[src/mbm_pkg.sv]
package mbm_pkg;

   localparam int IDX_W = 10;
   localparam int VAL_W = 32;

   localparam int REQ_TDATA_W = 80;
   localparam int RSP_TDATA_W = 16;

   localparam logic ACT_LOAD  = 1'b0;
   localparam logic ACT_QUERY = 1'b1;

   localparam logic [IDX_W-1:0] LAST_RESET = 10'd1023;

   typedef logic [IDX_W-1:0]        idx_type;
   typedef logic signed [VAL_W-1:0] val_type;

   typedef struct packed {
      logic load_wr;
      logic query_start;
      logic scan_step;
      logic result_load;
   } ctrl_cmd_type;

   typedef struct packed {
      logic hit;
      logic exhausted;
   } dp_sts_type;

endpackage

[src/mbm_ctrl.sv]
module mbm_ctrl (
   input  logic                   clock,
   input  logic                   reset,
   input  logic                   req_tvalid,
   input  logic                   req_action,
   output logic                   req_tready,
   output logic                   rsp_tvalid,
   input  logic                   rsp_tready,
   input  mbm_pkg::dp_sts_type    sts,
   output mbm_pkg::ctrl_cmd_type  cmd
);

   typedef enum logic {
      ST_IDLE,
      ST_SCAN
   } state_type;

   state_type state_ff, state_in;
   logic      rsp_valid_ff, rsp_valid_in;
   logic      out_free;
   logic      done;

   assign out_free = !rsp_valid_ff || rsp_tready;
   assign done     = sts.hit || sts.exhausted;

   always_comb begin
      state_in     = state_ff;
      rsp_valid_in = rsp_valid_ff && !rsp_tready;
      cmd          = '0;
      case (state_ff)
         ST_IDLE: begin
            if (req_tvalid) begin
               if (req_action == mbm_pkg::ACT_QUERY) begin
                  cmd.query_start = 1'b1;
                  state_in        = ST_SCAN;
               end else begin
                  cmd.load_wr = 1'b1;
               end
            end
         end
         ST_SCAN: begin
            if (done) begin
               if (out_free) begin
                  cmd.result_load = 1'b1;
                  rsp_valid_in    = 1'b1;
                  state_in        = ST_IDLE;
               end
            end else begin
               cmd.scan_step = 1'b1;
            end
         end
         default: begin
            state_in = ST_IDLE;
         end
      endcase
   end

   always_ff @(posedge clock) begin
      if (reset) begin
         state_ff     <= ST_IDLE;
         rsp_valid_ff <= 1'b0;
      end else begin
         state_ff     <= state_in;
         rsp_valid_ff <= rsp_valid_in;
      end
   end

   assign req_tready = state_ff == ST_IDLE;
   assign rsp_tvalid = rsp_valid_ff;

   a_no_overwrite: assert property (@(posedge clock) disable iff (reset)
      cmd.result_load |-> (!rsp_valid_ff || rsp_tready))
      else $error("result word overwritten");

   a_rsp_from_result: assert property (@(posedge clock) disable iff (reset)
      $rose(rsp_valid_ff) |-> $past(cmd.result_load))
      else $error("response without result");

   a_query_enters_scan: assert property (@(posedge clock) disable iff (reset)
      cmd.query_start |=> state_ff == ST_SCAN && !rsp_valid_ff || state_ff == ST_SCAN)
      else $error("query not followed by scan");

endmodule

[config.mk]
export PLATFORM = sky130hd
export DESIGN_NAME = mbm_ctrl
export DESIGN_NICKNAME = d
export VERILOG_FILES = /design/src/mbm_pkg.sv /design/src/mbm_ctrl.sv
export SDC_FILE = /design/constraint.sdc
export NUM_CORES = 1
export LEC_CHECK = 0
export BUFFER_PORTS_ARGS = -buffer_cell sky130_fd_sc_hd__buf_4
export CORE_AREA = 8 8 45 47
export CTS_BUF_LIST = sky130_fd_sc_hd__clkbuf_8
export DETAILED_ROUTE_END_ITERATION = 8
export DIE_AREA = 0 0 53 55
export PLACE_DENSITY_LB_ADDON = 0.1
export SLEW_MARGIN = 20
export SYNTH_ARGS = -nofsm -noshare
export SYNTH_HDL_FRONTEND = slang
export SYNTH_SLANG_ARGS = --single-unit
[constraint.sdc]
create_clock -name clock -period 1.4 [get_ports clock]
set_input_delay 0.28 -clock clock [delete_from_list [all_inputs] [get_ports clock]]
set_output_delay 0.28 -clock clock [all_outputs]
set_load 0.05 [all_outputs]
==> impl_metrics.toml <==
[floorplanning]
ios = 13
die_w_um = 53
die-area_sq_mm = 0.00292
coreArea_sq_mm = 0.00138
row_count = 14
die_h_um = 55
initial_core_util = 0.0805

[cells_and_area]
fin_nets = 39
area_growth_pct = 151
drive_gt1_frac = 0.633
layout.cells.non_filler = 46
post-route-util = 0.202
final_area_sq_um = 279
num_antenna_cells = 0

[power_and_ir_drop]
switching_share = 0.253
p_comb_frac = 0.191
intPower_uw = 269
p_sw_uw = 91.3
seq_power_share = 0.172
power_density_mw_per_mm2 = 1290
clkPwrFrac = 0.637
p_leak_uw = 0.000130
vdd.ir_drop.worst_mv = 0.554

[global_route]
grt_usage = 0.0393
grt_pass1_wl_um = 696
grt_max_degree = 5
grt_pass1_vias = 172
antenna_found_initial = 0
overflow = 0

[worst_setup_path]
cp_top_family = "buffers and inverters"
worstPathArrival_ps = 990
cp-end-kind = "output pin"
worstPathBufferInverterCount = 3
cp_slowest_stage_delay_ps = 320
rr_worst_depth = 3
critPathMaxFanout = 4
critPathLaunchType = "flip-flop"
cp.required_ps = 1120
critPathSlowestCell = "dfxtp_1"
crit_top_cell = "inv_1"
setup.worst_path.class = "reg -> out"
cp.depth = 4
crit_chain = "inv_1 > nand3_1 > inv_1 > buf_4"

[clocking]
cts.sinks = 2
cts_root_buf = "clkbuf_8"
clk_pin_slew_worst_paths_ps = 30
cts_tree = "yes"
clock_latency_ps = 210
cts_buffers = 3
cts-htree-levels = 1
clock_path_buffers = 2

[sta]
hold_viol = 0
skew_ps = 6.82
setup_slack_ps = 133
rsz0062_at_grt = "no"
drv_slew = 0
tightest_slew_ps = 189
fin_crit_sh = 0.905
setup_viol = 0
period_minus_slack_ps = 1270
max_freq_mhz = 789
slew_headroom = 0.873

[logic_synthesis]
yosysTopAreaCellShare = 0.360
syn-num-nets = 22
synth-seq-cells = 2
synthDistinctLibCells = 11
syn_avg_cell_area_sq_um = 7.42
synth_largest_area_cell = "dfxtp_1"
syn_inst = 15
syn_area_sq_um = 111
ys_warn_count = 0
ys_seq_area_frac = 0.360
yosys-top-cells-area = "dfxtp_1 (36%), nor2b_4 (12%), nor2_1 (10%)"

[drt]
post-route-drc-count = 0
drt_iter0_markers = 1
dr.pass1.iters = 2
routed_wl_um = 451
wl_per_cell_um = 9.80
postRouteAntennaNets = 0
viasPerCell = 3.30
vias = 152

[placed_design]
placedInstanceArea_sq_um = 234
place_ws_ps = 282
gp_congestion = 0.610
dpl.cell_count = 43
port-buffer-count = 12

[outcome]
outcome = "completed"

[hold_path]
min_path_type = "in -> reg"
hold_depth = 2

[flow_run]
drv_cap = 0
repair_timing:
item	in CTS	in global routing
endpoints found under the setup margin	0	1
resized for setup	0	1
hold buffers	0	0
setup buffers	0	0
worst paths after layout:
check / slack, ps / startpoint / to
setup / recovery: 130 / state_ff$_SDFF_PP0_ / cmd[2]
hold / removal: 230 / reset / state_ff$_SDFF_PP0_
setup reg to reg: 610 / rsp_tvalid$_SDFF_PP0_ / state_ff$_SDFF_PP0_
hold reg to reg: 510 / state_ff$_SDFF_PP0_ / state_ff$_SDFF_PP0_
flip-flops by register name, summed over array words and instances (netlist names):
| register | cells |
|---|---|
| state_ff | 1 |
| rsp_tvalid | 1 |
layout make-up:
cell class / count / area (sq um)
inverter: 2 / 7.51
tap: 16 / 20.0
timing repair buffer: 12 / 93.8
fill: 159 / 1100
clock buffer: 3 / 41.3
sequential: 2 / 40.0
multi-input combinational: 11 / 76.3
through the flow:
| stage | TNS (ps) | hold slack (ps) | power (uW) |
|---|---|---|---|
| after floorplan | -259 | 349 | 101 |
| after global placement | 0 | 450 | 132 |
| after detailed placement | 0 | 453 | 132 |
| after CTS | 0 | 227 | 370 |
| after global routing | 0 | 228 | 384 |
| final | 0 | 230 | 360 |
cells in the final DEF, fill, tap and decap left out, drive strengths merged:
| master | instances |
|---|---|
| clkbuf | 3 |
| a21oi | 1 |
| nor2 | 3 |
| inv | 2 |
| buf | 12 |
| dfxtp | 2 |
| nor3b | 1 |
| nand3 | 1 |
| nor3 | 1 |
| o21ai | 2 |
| nor2b | 2 |
power by group through the flow:
stage / clock [uW] / combinational (uW) / sequential (uW)
finish: 229 / 68.8 / 62.0
global route: 247 / 73.6 / 62.4
CTS: 239 / 69.8 / 62.1
detailed placement: 0 / 69.6 / 62.7
global placement: 0 / 69.7 / 62.6
floorplan: 0 / 35.1 / 66.1
cells in the mapped netlist:
library cell,count
dfxtp_1,2
nor3b_1,1
o21ai_1,1
nor2b_4,1
nand3_1,1
inv_1,2
nor3_1,1
nor2_1,3
nor2b_1,1
o21ai_0,1
a21oi_1,1
layer usage:
| metal | routed length [um] | global-route usage |
|---|---|---|
| met5 | 0 | 0 |
| met4 | 0 | 0.0129 |
| met3 | 129 | 0.0642 |
| met2 | 148 | 0.0391 |
| met1 | 174 | 0.0379 |
logic make-up after synthesis:
kind of cell | synth area share
and+or+nand+nor | 0.438
DFF | 0.360
AOI/OAI and AO/OA | 0.135
buffers and inverters | 0.0674
No activity file was read; power rests on OpenSTA's default activity.
